<file path="config.mk">
export PLATFORM = sky130hd
export DESIGN_NAME = string_to_integer_parser_flat
export DESIGN_NICKNAME = d
export VERILOG_FILES = /design/src/rtl/stoi_pkg.sv /design/src/rtl/stoi_if.sv /design/src/rtl/stoi_front.sv /design/src/rtl/stoi_queue.sv /design/src/rtl/stoi_back.sv /design/src/rtl/stoi_shape.sv /design/src/rtl/string_to_integer_parser.sv /design/src/flat_wrapper.sv
export SDC_FILE = /design/constraint.sdc
export NUM_CORES = 2
export LEC_CHECK = 0
export BUFFER_PORTS_ARGS = -buffer_cell sky130_fd_sc_hd__buf_2
export CAP_MARGIN = 20
export CORE_AREA = 5 5 231 233
export CTS_CLUSTER_SIZE = 12
export DETAILED_ROUTE_END_ITERATION = 10
export DIE_AREA = 0 0 236 238
export PLACE_DENSITY = 0.78
export REMOVE_ABC_BUFFERS = 1
export SYNTH_ARGS = -nofsm -noshare
export SYNTH_HDL_FRONTEND = slang
export SYNTH_SLANG_ARGS = --single-unit
export TNS_END_PERCENT = 30
</file>
<file path="constraint.sdc">
create_clock -name clk -period 8.4 [get_ports clk]
set_input_delay 1.68 -clock clk [delete_from_list [all_inputs] [get_ports clk]]
set_output_delay 1.68 -clock clk [all_outputs]
set_load 0.01 [all_outputs]
</file>
<file path="src/rtl/stoi_pkg.sv">
`timescale 1ns / 1ps
`default_nettype none
package stoi_pkg;

  localparam int unsigned CHAR_W   = 8;
  localparam int unsigned DIGIT_W  = 6;
  localparam int unsigned RADIX_W  = 6;
  localparam int unsigned ACC_W    = 64;
  localparam int unsigned PROD_W   = ACC_W + RADIX_W;
  localparam int unsigned OFFSET_W = 16;
  localparam int unsigned STATUS_W = 2;
  localparam int unsigned CFG_W    = 6;

  localparam int unsigned QUEUE_DEPTH = 2;
  localparam int unsigned QPTR_W      = $clog2(QUEUE_DEPTH);

  localparam logic [RADIX_W-1:0] RADIX_AUTO = 6'd0;
  localparam logic [RADIX_W-1:0] RADIX_ONE  = 6'd1;
  localparam logic [RADIX_W-1:0] RADIX_OCT  = 6'd8;
  localparam logic [RADIX_W-1:0] RADIX_DEC  = 6'd10;
  localparam logic [RADIX_W-1:0] RADIX_HEX  = 6'd16;
  localparam logic [RADIX_W-1:0] RADIX_MAX  = 6'd36;
  localparam logic [DIGIT_W-1:0] NO_DIGIT   = 6'd36;

  localparam logic [0:0] CFG_RADIX = 1'b0;
  localparam logic [0:0] CFG_KIND  = 1'b1;

  typedef enum logic [2:0] {
    PH_SPACE,
    PH_START,
    PH_ZERO,
    PH_DIGITS,
    PH_DONE
  } phase_t;

  typedef enum logic [1:0] {
    KIND_U64,
    KIND_S64,
    KIND_U32,
    KIND_S32
  } kind_t;

  typedef enum logic [STATUS_W-1:0] {
    ST_OK       = 2'd0,
    ST_OVERFLOW = 2'd1,
    ST_INVALID  = 2'd2
  } status_t;

  typedef struct packed {
    logic [DIGIT_W-1:0] digit;
    logic               is_space;
    logic               is_plus;
    logic               is_minus;
    logic               is_zero;
    logic               is_x;
    logic               last;
  } beat_t;

  typedef struct packed {
    logic [ACC_W-1:0]    acc;
    logic                negative;
    logic                overflowed;
    logic                digits_seen;
    logic [OFFSET_W-1:0] stop_offset;
    kind_t               kind;
  } snap_t;

  function automatic logic [DIGIT_W-1:0] digit_of(input logic [CHAR_W-1:0] c);
    logic [DIGIT_W-1:0] d;
    d = NO_DIGIT;
    if (c >= 8'h30 && c <= 8'h39) d = DIGIT_W'(c - 8'h30);
    else if (c >= 8'h61 && c <= 8'h7A) d = DIGIT_W'(c - 8'h57);
    else if (c >= 8'h41 && c <= 8'h5A) d = DIGIT_W'(c - 8'h37);
    return d;
  endfunction

endpackage
`default_nettype wire

</file>
<file path="src/rtl/stoi_if.sv">
`timescale 1ns / 1ps
`default_nettype none
interface stoi_in_if;
  logic                       valid;
  logic                       ready;
  logic [stoi_pkg::CHAR_W-1:0] char_code;
  logic                       last_char;

  modport source(output valid, output char_code, output last_char, input ready);
  modport sink(input valid, input char_code, input last_char, output ready);
endinterface

interface stoi_out_if;
  logic                         valid;
  logic                         ready;
  logic [stoi_pkg::ACC_W-1:0]    value;
  logic [stoi_pkg::STATUS_W-1:0] status;
  logic [stoi_pkg::OFFSET_W-1:0] end_offset;

  modport source(output valid, output value, output status, output end_offset, input ready);
  modport sink(input valid, input value, input status, input end_offset, output ready);
endinterface
`default_nettype wire

</file>
<file path="src/rtl/stoi_front.sv">
`timescale 1ns / 1ps
`default_nettype none
module stoi_front (
  stoi_in_if.sink         chars,
  input  wire logic       push_ready,
  output stoi_pkg::beat_t push_beat,
  output logic            push_valid
);

  logic [stoi_pkg::CHAR_W-1:0] c;

  assign c           = chars.char_code;
  assign chars.ready = push_ready;
  assign push_valid  = chars.valid;

  always_comb begin
    push_beat.digit    = stoi_pkg::digit_of(c);
    push_beat.is_space = (c == 8'h20) || (c >= 8'h09 && c <= 8'h0D);
    push_beat.is_plus  = (c == 8'h2B);
    push_beat.is_minus = (c == 8'h2D);
    push_beat.is_zero  = (c == 8'h30);
    push_beat.is_x     = (c == 8'h78) || (c == 8'h58);
    push_beat.last     = chars.last_char;
  end

endmodule
`default_nettype wire

</file>
<file path="src/rtl/stoi_queue.sv">
`timescale 1ns / 1ps
`default_nettype none
module stoi_queue (
  input  wire logic            clk,
  input  wire logic            rst,
  input  wire logic            push_valid,
  input  wire stoi_pkg::beat_t push_beat,
  output logic                 push_ready,
  output logic                 pop_valid,
  output stoi_pkg::beat_t      pop_beat,
  input  wire logic            pop
);

  stoi_pkg::beat_t                 mem [stoi_pkg::QUEUE_DEPTH];
  logic [stoi_pkg::QPTR_W-1:0]     wr_ptr;
  logic [stoi_pkg::QPTR_W-1:0]     rd_ptr;
  logic [stoi_pkg::QPTR_W:0]       count;
  logic                            push;

  assign push_ready = (count != (stoi_pkg::QPTR_W + 1)'(stoi_pkg::QUEUE_DEPTH));
  assign pop_valid  = (count != '0);
  assign push       = push_valid && push_ready;
  assign pop_beat   = mem[rd_ptr];

  always_ff @(posedge clk) begin
    if (push) begin
      mem[wr_ptr] <= push_beat;
    end
  end

  always_ff @(posedge clk) begin
    if (rst) begin
      wr_ptr <= '0;
      rd_ptr <= '0;
      count  <= '0;
    end else begin
      if (push) wr_ptr <= wr_ptr + 1'b1;
      if (pop) rd_ptr <= rd_ptr + 1'b1;
      case ({push, pop})
        2'b10:   count <= count + 1'b1;
        2'b01:   count <= count - 1'b1;
        default: count <= count;
      endcase
    end
  end

`ifndef SYNTH
  a_count_bound: assert property (@(posedge clk) disable iff (rst)
    count <= (stoi_pkg::QPTR_W + 1)'(stoi_pkg::QUEUE_DEPTH))
    else $error("queue count beyond depth");
`endif

endmodule
`default_nettype wire

</file>
<file path="src/rtl/stoi_back.sv">
`timescale 1ns / 1ps
`default_nettype none
module stoi_back #(
  parameter logic [15:0] POS_CAP = 16'hFFFF
) (
  input  wire logic                           clk,
  input  wire logic                           rst,
  input  wire logic [stoi_pkg::RADIX_W-1:0]   radix,
  input  wire stoi_pkg::kind_t                kind,
  input  wire logic                           q_valid,
  input  wire stoi_pkg::beat_t                beat,
  output logic                                pop,
  output logic                                fin_valid,
  output stoi_pkg::snap_t                     fin,
  input  wire logic                           fin_ready
);

  stoi_pkg::phase_t                 phase, phase_next;
  logic                             negative, negative_next;
  logic [stoi_pkg::ACC_W-1:0]       accumulator, accumulator_next;
  logic                             overflowed, overflowed_next;
  logic                             digits_seen, digits_seen_next;
  logic [stoi_pkg::RADIX_W-1:0]     active_radix, active_radix_next;
  logic [stoi_pkg::OFFSET_W-1:0]    position, position_next;
  logic [stoi_pkg::OFFSET_W-1:0]    stop_offset, stop_offset_next;
  logic [stoi_pkg::OFFSET_W-1:0]    pos_inc;
  logic [stoi_pkg::RADIX_W-1:0]     base;
  logic [stoi_pkg::PROD_W-1:0]      prod;
  logic                             begin_num;
  logic                             do_digit;

  assign pop = q_valid && (!beat.last || !fin_valid || fin_ready);

  always_ff @(posedge clk) begin
    if (rst || (pop && beat.last)) begin
      phase        <= stoi_pkg::PH_SPACE;
      negative     <= 1'b0;
      accumulator  <= '0;
      overflowed   <= 1'b0;
      digits_seen  <= 1'b0;
      active_radix <= '0;
      position     <= '0;
      stop_offset  <= '0;
    end else if (pop) begin
      phase        <= phase_next;
      negative     <= negative_next;
      accumulator  <= accumulator_next;
      overflowed   <= overflowed_next;
      digits_seen  <= digits_seen_next;
      active_radix <= active_radix_next;
      position     <= position_next;
      stop_offset  <= stop_offset_next;
    end
  end

  always_comb begin
    phase_next        = phase;
    negative_next     = negative;
    accumulator_next  = accumulator;
    overflowed_next   = overflowed;
    digits_seen_next  = digits_seen;
    active_radix_next = active_radix;
    stop_offset_next  = stop_offset;
    pos_inc           = (position < POS_CAP) ? position + 16'd1 : POS_CAP;
    position_next     = pos_inc;
    base              = active_radix;
    begin_num         = 1'b0;
    do_digit          = 1'b0;

    case (phase)
      stoi_pkg::PH_SPACE: begin
        if (beat.is_space) begin
          stop_offset_next = pos_inc;
        end else if (beat.is_plus || beat.is_minus) begin
          negative_next    = beat.is_minus;
          stop_offset_next = pos_inc;
          phase_next       = stoi_pkg::PH_START;
        end else begin
          begin_num = 1'b1;
        end
      end
      stoi_pkg::PH_START: begin
        begin_num = 1'b1;
      end
      stoi_pkg::PH_ZERO: begin
        phase_next = stoi_pkg::PH_DIGITS;
        if (beat.is_x) begin
          active_radix_next = stoi_pkg::RADIX_HEX;
          digits_seen_next  = 1'b0;
          stop_offset_next  = pos_inc;
        end else begin
          do_digit = 1'b1;
        end
      end
      stoi_pkg::PH_DIGITS: begin
        do_digit = 1'b1;
      end
      default: begin
      end
    endcase

    if (begin_num) begin
      stop_offset_next = position;
      if (radix == stoi_pkg::RADIX_ONE || radix > stoi_pkg::RADIX_MAX) begin
        phase_next = stoi_pkg::PH_DONE;
      end else if (beat.is_zero &&
                   (radix == stoi_pkg::RADIX_AUTO || radix == stoi_pkg::RADIX_HEX)) begin
        active_radix_next = (radix == stoi_pkg::RADIX_AUTO) ? stoi_pkg::RADIX_OCT
                                                            : stoi_pkg::RADIX_HEX;
        accumulator_next  = '0;
        digits_seen_next  = 1'b1;
        stop_offset_next  = pos_inc;
        phase_next        = stoi_pkg::PH_ZERO;
      end else begin
        base              = (radix == stoi_pkg::RADIX_AUTO) ? stoi_pkg::RADIX_DEC : radix;
        active_radix_next = base;
        phase_next        = stoi_pkg::PH_DIGITS;
        do_digit          = 1'b1;
      end
    end

    prod = stoi_pkg::PROD_W'(accumulator) * stoi_pkg::PROD_W'(base)
         + stoi_pkg::PROD_W'(beat.digit);

    if (do_digit) begin
      if (base < 6'd2 || beat.digit >= base) begin
        phase_next = stoi_pkg::PH_DONE;
      end else begin
        if (!overflowed) begin
          if (prod[stoi_pkg::PROD_W-1:stoi_pkg::ACC_W] != '0) begin
            overflowed_next  = 1'b1;
            accumulator_next = '1;
          end else begin
            accumulator_next = prod[stoi_pkg::ACC_W-1:0];
          end
        end
        digits_seen_next = 1'b1;
        stop_offset_next = pos_inc;
      end
    end
  end

  always_ff @(posedge clk) begin
    if (rst) begin
      fin_valid <= 1'b0;
    end else begin
      if (fin_valid && fin_ready) fin_valid <= 1'b0;
      if (pop && beat.last) fin_valid <= 1'b1;
    end
  end

  always_ff @(posedge clk) begin
    if (pop && beat.last) begin
      fin.acc         <= accumulator_next;
      fin.negative    <= negative_next;
      fin.overflowed  <= overflowed_next;
      fin.digits_seen <= digits_seen_next;
      fin.stop_offset <= stop_offset_next;
      fin.kind        <= kind;
    end
  end

`ifndef SYNTH
  a_clear_after_last: assert property (@(posedge clk) disable iff (rst)
    pop && beat.last |=> phase == stoi_pkg::PH_SPACE && position == '0 && !overflowed)
    else $error("parser state not cleared after final beat");

  a_radix_range: assert property (@(posedge clk) disable iff (rst)
    (phase == stoi_pkg::PH_ZERO || phase == stoi_pkg::PH_DIGITS) |->
      active_radix >= 6'd2 && active_radix <= stoi_pkg::RADIX_MAX)
    else $error("active radix out of range while digits are taken");

  a_fin_hold: assert property (@(posedge clk) disable iff (rst)
    fin_valid && !fin_ready |=> fin_valid && $stable(fin))
    else $error("pending snapshot lost or changed");
`endif

endmodule
`default_nettype wire

</file>
<file path="src/rtl/stoi_shape.sv">
`timescale 1ns / 1ps
`default_nettype none
module stoi_shape (
  input  wire logic            clk,
  input  wire logic            rst,
  input  wire logic            fin_valid,
  input  wire stoi_pkg::snap_t fin,
  output logic                 fin_ready,
  stoi_out_if.source           results
);

  logic [stoi_pkg::ACC_W-1:0] neg_acc;
  logic [stoi_pkg::ACC_W-1:0] v64;
  logic [stoi_pkg::ACC_W-1:0] v;
  stoi_pkg::status_t          st64;
  stoi_pkg::status_t          st;
  logic                       load;

  assign fin_ready = !results.valid || results.ready;
  assign load      = fin_valid && fin_ready;
  assign neg_acc   = -fin.acc;

  always_comb begin
    if (fin.overflowed) st64 = stoi_pkg::ST_OVERFLOW;
    else if (fin.digits_seen) st64 = stoi_pkg::ST_OK;
    else st64 = stoi_pkg::ST_INVALID;

    if (fin.kind == stoi_pkg::KIND_S64 || fin.kind == stoi_pkg::KIND_S32) begin
      if (fin.negative && fin.acc[63] && fin.acc[62:0] != '0) st64 = stoi_pkg::ST_OVERFLOW;
      if (!fin.negative && fin.acc[63]) st64 = stoi_pkg::ST_OVERFLOW;
      if (st64 == stoi_pkg::ST_OVERFLOW) begin
        v64 = fin.negative ? 64'h8000_0000_0000_0000 : 64'h7FFF_FFFF_FFFF_FFFF;
      end else begin
        v64 = fin.negative ? neg_acc : fin.acc;
      end
    end else begin
      if (st64 == stoi_pkg::ST_OVERFLOW) v64 = '1;
      else v64 = fin.negative ? neg_acc : fin.acc;
    end

    v  = v64;
    st = st64;
    case (fin.kind)
      stoi_pkg::KIND_U32: begin
        if (v64[63:32] != '0) begin
          v  = 64'h0000_0000_FFFF_FFFF;
          st = stoi_pkg::ST_OVERFLOW;
        end
      end
      stoi_pkg::KIND_S32: begin
        if (!v64[63]) begin
          if (v64[62:31] != '0) begin
            v  = 64'h0000_0000_7FFF_FFFF;
            st = stoi_pkg::ST_OVERFLOW;
          end
        end else if (v64[62:31] != '1) begin
          v  = 64'h0000_0000_8000_0000;
          st = stoi_pkg::ST_OVERFLOW;
        end
        v = {32'h0, v[31:0]};
      end
      default: begin
      end
    endcase
  end

  always_ff @(posedge clk) begin
    if (rst) begin
      results.valid <= 1'b0;
    end else if (load) begin
      results.valid <= 1'b1;
    end else if (results.ready) begin
      results.valid <= 1'b0;
    end
  end

  always_ff @(posedge clk) begin
    if (load) begin
      results.value      <= v;
      results.status     <= st;
      results.end_offset <= fin.stop_offset;
    end
  end

`ifndef SYNTH
  a_invalid_zero: assert property (@(posedge clk) disable iff (rst)
    results.valid && results.status == stoi_pkg::ST_INVALID |-> results.value == '0)
    else $error("invalid result carries a nonzero value");
`endif

endmodule
`default_nettype wire

</file>
<file path="src/rtl/string_to_integer_parser.sv">
// String-to-integer parser.
// chars: one beat per character (char_code, last_char marks the final one).
// results: one beat per string, issued for the beat that carries last_char:
//   value (64 bits), status (ok, overflow, invalid) and end_offset.
// Config: write_en/write_index/write_data; index 0 is radix (0 auto, 2..36),
//   index 1 is the result kind (u64, s64, u32, s32). Write only while idle.
// Throughput: one character per cycle, sustained across string boundaries.
//   The 64x6 multiply-add of the digit accumulator is combinational.
// Path: a final character goes through the queue, the parse stage and the
//   output shaping register before its result is valid on results.
// Stall: when results is held off, one finished result waits in the output
//   register, one in the snapshot register, and the 2-entry queue keeps
//   taking characters until a further final character has nowhere to go;
//   chars.ready then drops.
// Reset: rst is synchronous; radix returns to 10, kind to unsigned 64, the
//   queue empties and the parser goes back to skipping leading whitespace.
`timescale 1ns / 1ps
`default_nettype none
module string_to_integer_parser #(
  parameter longint unsigned MAX_LENGTH = 65535
) (
  input  wire logic                       clk,
  input  wire logic                       rst,
  stoi_in_if.sink                         chars,
  stoi_out_if.source                      results,
  input  wire logic                       write_en,
  input  wire logic [0:0]                 write_index,
  input  wire logic [stoi_pkg::CFG_W-1:0] write_data
);

  localparam logic [15:0] POS_CAP = (MAX_LENGTH < 65535) ? 16'(MAX_LENGTH) : 16'hFFFF;

  logic [stoi_pkg::RADIX_W-1:0] radix;
  stoi_pkg::kind_t              kind;
  logic                         push_valid;
  logic                         push_ready;
  stoi_pkg::beat_t              push_beat;
  logic                         q_valid;
  stoi_pkg::beat_t              q_beat;
  logic                         pop;
  logic                         fin_valid;
  logic                         fin_ready;
  stoi_pkg::snap_t              fin;

  always_ff @(posedge clk) begin
    if (rst) begin
      radix <= stoi_pkg::RADIX_DEC;
      kind  <= stoi_pkg::KIND_U64;
    end else if (write_en) begin
      case (write_index)
        stoi_pkg::CFG_RADIX: radix <= write_data;
        stoi_pkg::CFG_KIND:  kind  <= stoi_pkg::kind_t'(write_data[1:0]);
        default: begin
        end
      endcase
    end
  end

  stoi_front u_front (
    .chars      (chars),
    .push_ready (push_ready),
    .push_beat  (push_beat),
    .push_valid (push_valid)
  );

  stoi_queue u_queue (
    .clk        (clk),
    .rst        (rst),
    .push_valid (push_valid),
    .push_beat  (push_beat),
    .push_ready (push_ready),
    .pop_valid  (q_valid),
    .pop_beat   (q_beat),
    .pop        (pop)
  );

  stoi_back #(
    .POS_CAP (POS_CAP)
  ) u_back (
    .clk       (clk),
    .rst       (rst),
    .radix     (radix),
    .kind      (kind),
    .q_valid   (q_valid),
    .beat      (q_beat),
    .pop       (pop),
    .fin_valid (fin_valid),
    .fin       (fin),
    .fin_ready (fin_ready)
  );

  stoi_shape u_shape (
    .clk       (clk),
    .rst       (rst),
    .fin_valid (fin_valid),
    .fin       (fin),
    .fin_ready (fin_ready),
    .results   (results)
  );

endmodule
`default_nettype wire

</file>
<file path="src/flat_wrapper.sv">
// flat-port wrapper written by rule: the top's interface ports become plain ports
module string_to_integer_parser_flat 
#(
  parameter longint unsigned MAX_LENGTH = 65535
)
  (clk, rst, write_en, write_index, write_data, chars_valid, chars_char_code, chars_last_char, chars_ready, results_valid, results_value, results_status, results_end_offset, results_ready);
  stoi_in_if chars_i ();
  stoi_out_if results_i ();
  input  wire logic clk;
  input  wire logic rst;
  input  wire logic write_en;
  input  wire logic [0:0] write_index;
  input  wire logic [stoi_pkg::CFG_W-1:0] write_data;
  input wire logic [$bits(chars_i.valid)-1:0] chars_valid;
  input wire logic [$bits(chars_i.char_code)-1:0] chars_char_code;
  input wire logic [$bits(chars_i.last_char)-1:0] chars_last_char;
  output wire logic [$bits(chars_i.ready)-1:0] chars_ready;
  output wire logic [$bits(results_i.valid)-1:0] results_valid;
  output wire logic [$bits(results_i.value)-1:0] results_value;
  output wire logic [$bits(results_i.status)-1:0] results_status;
  output wire logic [$bits(results_i.end_offset)-1:0] results_end_offset;
  input wire logic [$bits(results_i.ready)-1:0] results_ready;
  assign chars_i.valid = chars_valid;
  assign chars_i.char_code = chars_char_code;
  assign chars_i.last_char = chars_last_char;
  assign chars_ready = chars_i.ready;
  assign results_valid = results_i.valid;
  assign results_value = results_i.value;
  assign results_status = results_i.status;
  assign results_end_offset = results_i.end_offset;
  assign results_i.ready = results_ready;
  string_to_integer_parser #(.MAX_LENGTH(MAX_LENGTH)) u_core (.clk(clk), .rst(rst), .chars(chars_i), .results(results_i), .write_en(write_en), .write_index(write_index), .write_data(write_data));
endmodule
</file>
==> summary by stage <==
Floorplanning
The floorplan step set the die width to between 200 and 250 um. The region available for standard cell placement spans between 50000 and 60000 um^2. The die boundary height is ~240 um. The full die area is 56200 um^2. For this configuration, the core starts out at a cell density of a little under three fifths. The initialized floorplan defines 83 standard-cell rows. 105 I/O pins were placed.

Synth
The number of instances in the synthesized netlist is ~3200. The fraction of synthesis flops using an asynchronous set or reset pin is 0%. The count of yosys warnings during synthesis is 0. In this run the mean area of a mapped cell was between 9 and 10 um^2. The number of synthesized register bits is ~310.

The area of the mapped netlist is 29200 um^2. For this run, the register share of the synthesized area comes to between 20 and 30%. The distinct cell type count of the synthesized netlist is between 90 and 100. The synthesized design contains roughly 190 enable-type register cells. For this run, the leading register cell type out of synthesis is sky130_fd_sc_hd__edfxtp_1.

Pwr
The internal power of the cells totals 3.63 mW. For this design the ratio of total power to cell area is 194 nW/um^2. For this design the total switching power over the nets is 2.53 mW. The clock share of power is between 20% and 30%. Summing internal, switching and leakage power gives a little over 6 mW. The worst-case IR drop observed on VDD is between 150 and 200 uV. The logic gate share of total power is between 30% and 40%. The leakage power total is 13.2 nW. Of the total power, the share spent switching nets is between 40% and 50%. Registers are responsible for 36.8% of the overall power.

Worst setup path
The endpoint class of the critical path is a flip-flop. STA classifies the critical path startpoint as a flip-flop. The first element of the critical path is u_core.radix[1]. The critical-path maximum fanout is 44. The cell family with the largest share of critical-path delay is simple AND/OR/NAND/NOR gates.

For this design, the slowest cell found on the critical path is sky130_fd_sc_hd__fa_1. For the worst setup path, the data required time is 8.73 ns. The start-to-end type of the worst setup path is reg -> reg. The number of buffer and inverter stages on the critical path is 5.

The delay of the slowest cell on the worst path is between 0.5 and 0.6 ns. The startpoint of the worst register-to-register path is u_core.radix[1]. The worst endpoint data arrival time is 8.39 ns.

GRT
The via count of the first global-routing pass is 24900. The global-route wire length before repair is between 100000 and 150000 um. Entering global routing, the biggest net connects 85 pins. The initial antenna violation count is 1. Across every metal layer, demand over resource in global routing totals roughly 29%.

Global routing finished with a remaining overflow of 0.

Hold path
The path class of the lowest-slack min-delay path is reg -> reg. The startpoint identified for the worst hold timing path is u_core.u_back.fin[17].

Layout
The final instance area is 31800 um^2. Fill cells in the final layout number 4280. The number of antenna diodes in the final layout is 0.

The layout cell share with drive strength beyond 1 is about a tenth. Compared with the post-synthesis result, the final layout area differs by 8.82%. For this run, the post-layout net count is around 3700.

Timing
In this run the tightest slew margin relative to its limit is 24.4%. The worst path needs roughly 8.1 ns of the cycle, external delays included. At the pin with the least slew margin, the transition time is between 1 and 1.5 ns.

Static timing analysis puts the maximum clock frequency at roughly 120 MHz. Setup repair after global routing left no endpoint under its margin. The number of pins exceeding their max-slew limit in the final report is 0. Across the routed clock network, the largest skew measured is roughly 0.025 ns. The hold violation total from the final report was 0.

The count of final setup violators is 0. The final clock period utilization by the worst path is approximately 96%.

Run
The total of max-cap violations is 0.

CTS
Counting every sink on the clock net gives 314. The CTS tree is yes. Clock-pin slew was measured on the worst setup and hold paths at roughly 0.060 ns.

Clock tree synthesis selected as its root buffer the cell sky130_fd_sc_hd__clkbuf_16. The clock tree synthesis step divided the H-tree into 2 levels. Counting the buffers created by CTS gives 37. The clock passes through at most 3 buffers. The clock latency at the later pin of the worst-skew pair is 0.58 ns.

Status
The run finished with clean final reports.

Place
The placed standard-cell area is 30500 um^2. During placement, the flow inserted port buffers numbering around 100. The global placement routability congestion is just under 1.

The detailed placement HPWL is roughly 62000 um.

Detailed routing
After detailed routing, the average wire length per cell comes to roughly 21 um. The aggregate routed wire length is 81400 um. Before antenna repair, the detailed router went through 8 iterations. The detailed router finished its first iteration with about 2200 violations. Summing over every cut layer, the via total after detailed routing is around 24000.

The detailed-route vias per instance is 6.24. The post-route antenna net violation count is 0. For this run, design rule violations remaining after detail routing come to 0.
flip-flops by register name, summed over array words and instances, names as in the netlist, 2 cells and up, named ones only:
register                           flops
u_core.u_back.stop_offset             16
u_core.u_queue.mem                    24
u_core.u_back.accumulator             64
u_core.u_back.position                16
u_core.u_back.active_radix             6
u_core.u_back.fin                     85
u_core.u_back.phase                    3
u_core.u_shape.results.end_offset     16
u_core.u_shape.results.value          64
u_core.u_queue.count                   2
u_core.u_shape.results.status          2
u_core.kind                            2
u_core.radix                           6
cell usage in the layout, fill, tap and decap left out, types with 97 or more instances in the layout:
master,instances
sky130_fd_sc_hd__edfxtp_1,191
sky130_fd_sc_hd__a21oi_1,196
sky130_fd_sc_hd__nor2_1,248
sky130_fd_sc_hd__ha_1,164
sky130_fd_sc_hd__and2_1,142
sky130_fd_sc_hd__nand3_1,97
sky130_fd_sc_hd__nand2_1,245
sky130_fd_sc_hd__o21ai_0,240
sky130_fd_sc_hd__nor2b_1,269
sky130_fd_sc_hd__fa_1,252
sky130_fd_sc_hd__buf_2,104
sky130_fd_sc_hd__dfxtp_1,122
routing by layer:
| layer | up-vias | share of wire (%) | global-route usage (%) |
|---|---|---|---|
| met4 | 2 | 4.2 | 10.8 |
| li1 | 11300 | - | - |
| met1 | 11900 | 40 | 35.9 |
| met2 | 1090 | 48 | 49.3 |
| met3 | 215 | 7.8 | 5.62 |
| met5 | - | 0.011 | 0 |
Yosys cell counts, drive strengths merged, types with 63 or more instances:
cell type	number	area (um^2)
nor2b	270	1690
nor2	253	973
fa	252	5040
nand2	250	948
o21ai	247	1240
a21oi	209	1080
edfxtp	191	5740
ha	165	2060
clkbuf	158	593
and2	142	888
dfxtp	123	2460
nand3	97	485
inv	87	327
xnor2	63	552
timing repair:
| item | CTS | global route |
|---|---|---|
| setup endpoints to repair | 0 | 121 |
| hold buffers | 0 | 0 |
| setup buffers | 0 | 1 |
| gates resized for setup | 0 | 17 |
final cells by class:
type | instances | area, um^2 | area share [%]
multi-input combinational | 2594 | 20100 | 63.1
tap | 680 | 851 | 2.68
timing repair buffer | 177 | 1120 | 3.52
clock buffer | 50 | 1030 | 3.23
sequential | 314 | 8200 | 25.8
clock inverter | 16 | 193 | 0.606
inverter | 89 | 334 | 1.05
logic make-up (layout without fill, tap and decap cells):
logic type | count (synthesis) | after routing | synth area share, %
buffers and inverters | 276 | 332 | 3.75
flip-flops | 314 | 314 | 28.1
AO/OA/AOI/OAI | 758 | 758 | 16.2
adder cells (fa/ha/maj) | 417 | 417 | 24.3
multiplexers | 27 | 27 | 0.960
XOR/XNOR | 109 | 109 | 3.27
AND/OR/NAND/NOR | 1283 | 1283 | 23.4
power groups by stage:
stage | combinational, mW | clock [mW] | sequential (mW)
2_1_floorplan | 1.38 | 0 | 2.28
3_3_place_gp | 2.19 | 0 | 2.28
3_5_place_dp | 2.25 | 0 | 2.29
4_1_cts | 2.26 | 1.62 | 2.26
5_1_grt | 2.49 | 1.68 | 2.30
6_report | 2.30 | 1.59 | 2.27
path summary, 6_finish.rpt:
check / endpoint / slack (ns) / cells after the start
setup / recovery: u_core.u_back.fin[21] / 0.35 / 26
hold / removal: u_core.u_shape.results.end_offset[15] / 0.41 / 0
setup reg to reg: u_core.u_back.fin[21] / 0.35 / 26
hold reg to reg: u_core.u_shape.results.end_offset[15] / 0.41 / 0
stage by stage:
| step | worst slack [ns] | TNS, ns | cells | util [%] | hold WS (ns) |
|---|---|---|---|---|---|
| CTS | 0.0306 | 0 | 3918 | 62.2 | 0.413 |
| floorplan | -3.77 | -453.18 | 2997 | - | 0.400 |
| global placement | 0.377 | 0 | 3852 | 59.8 | 0.404 |
| detailed placement | 0.0990 | 0 | 3852 | 59.8 | 0.407 |
| finish | 0.349 | 0 | 3920 | 62.3 | 0.410 |
| global route | 0.00666 | 0 | 3920 | 62.3 | 0.410 |
(Power assumes the default switching activity.)
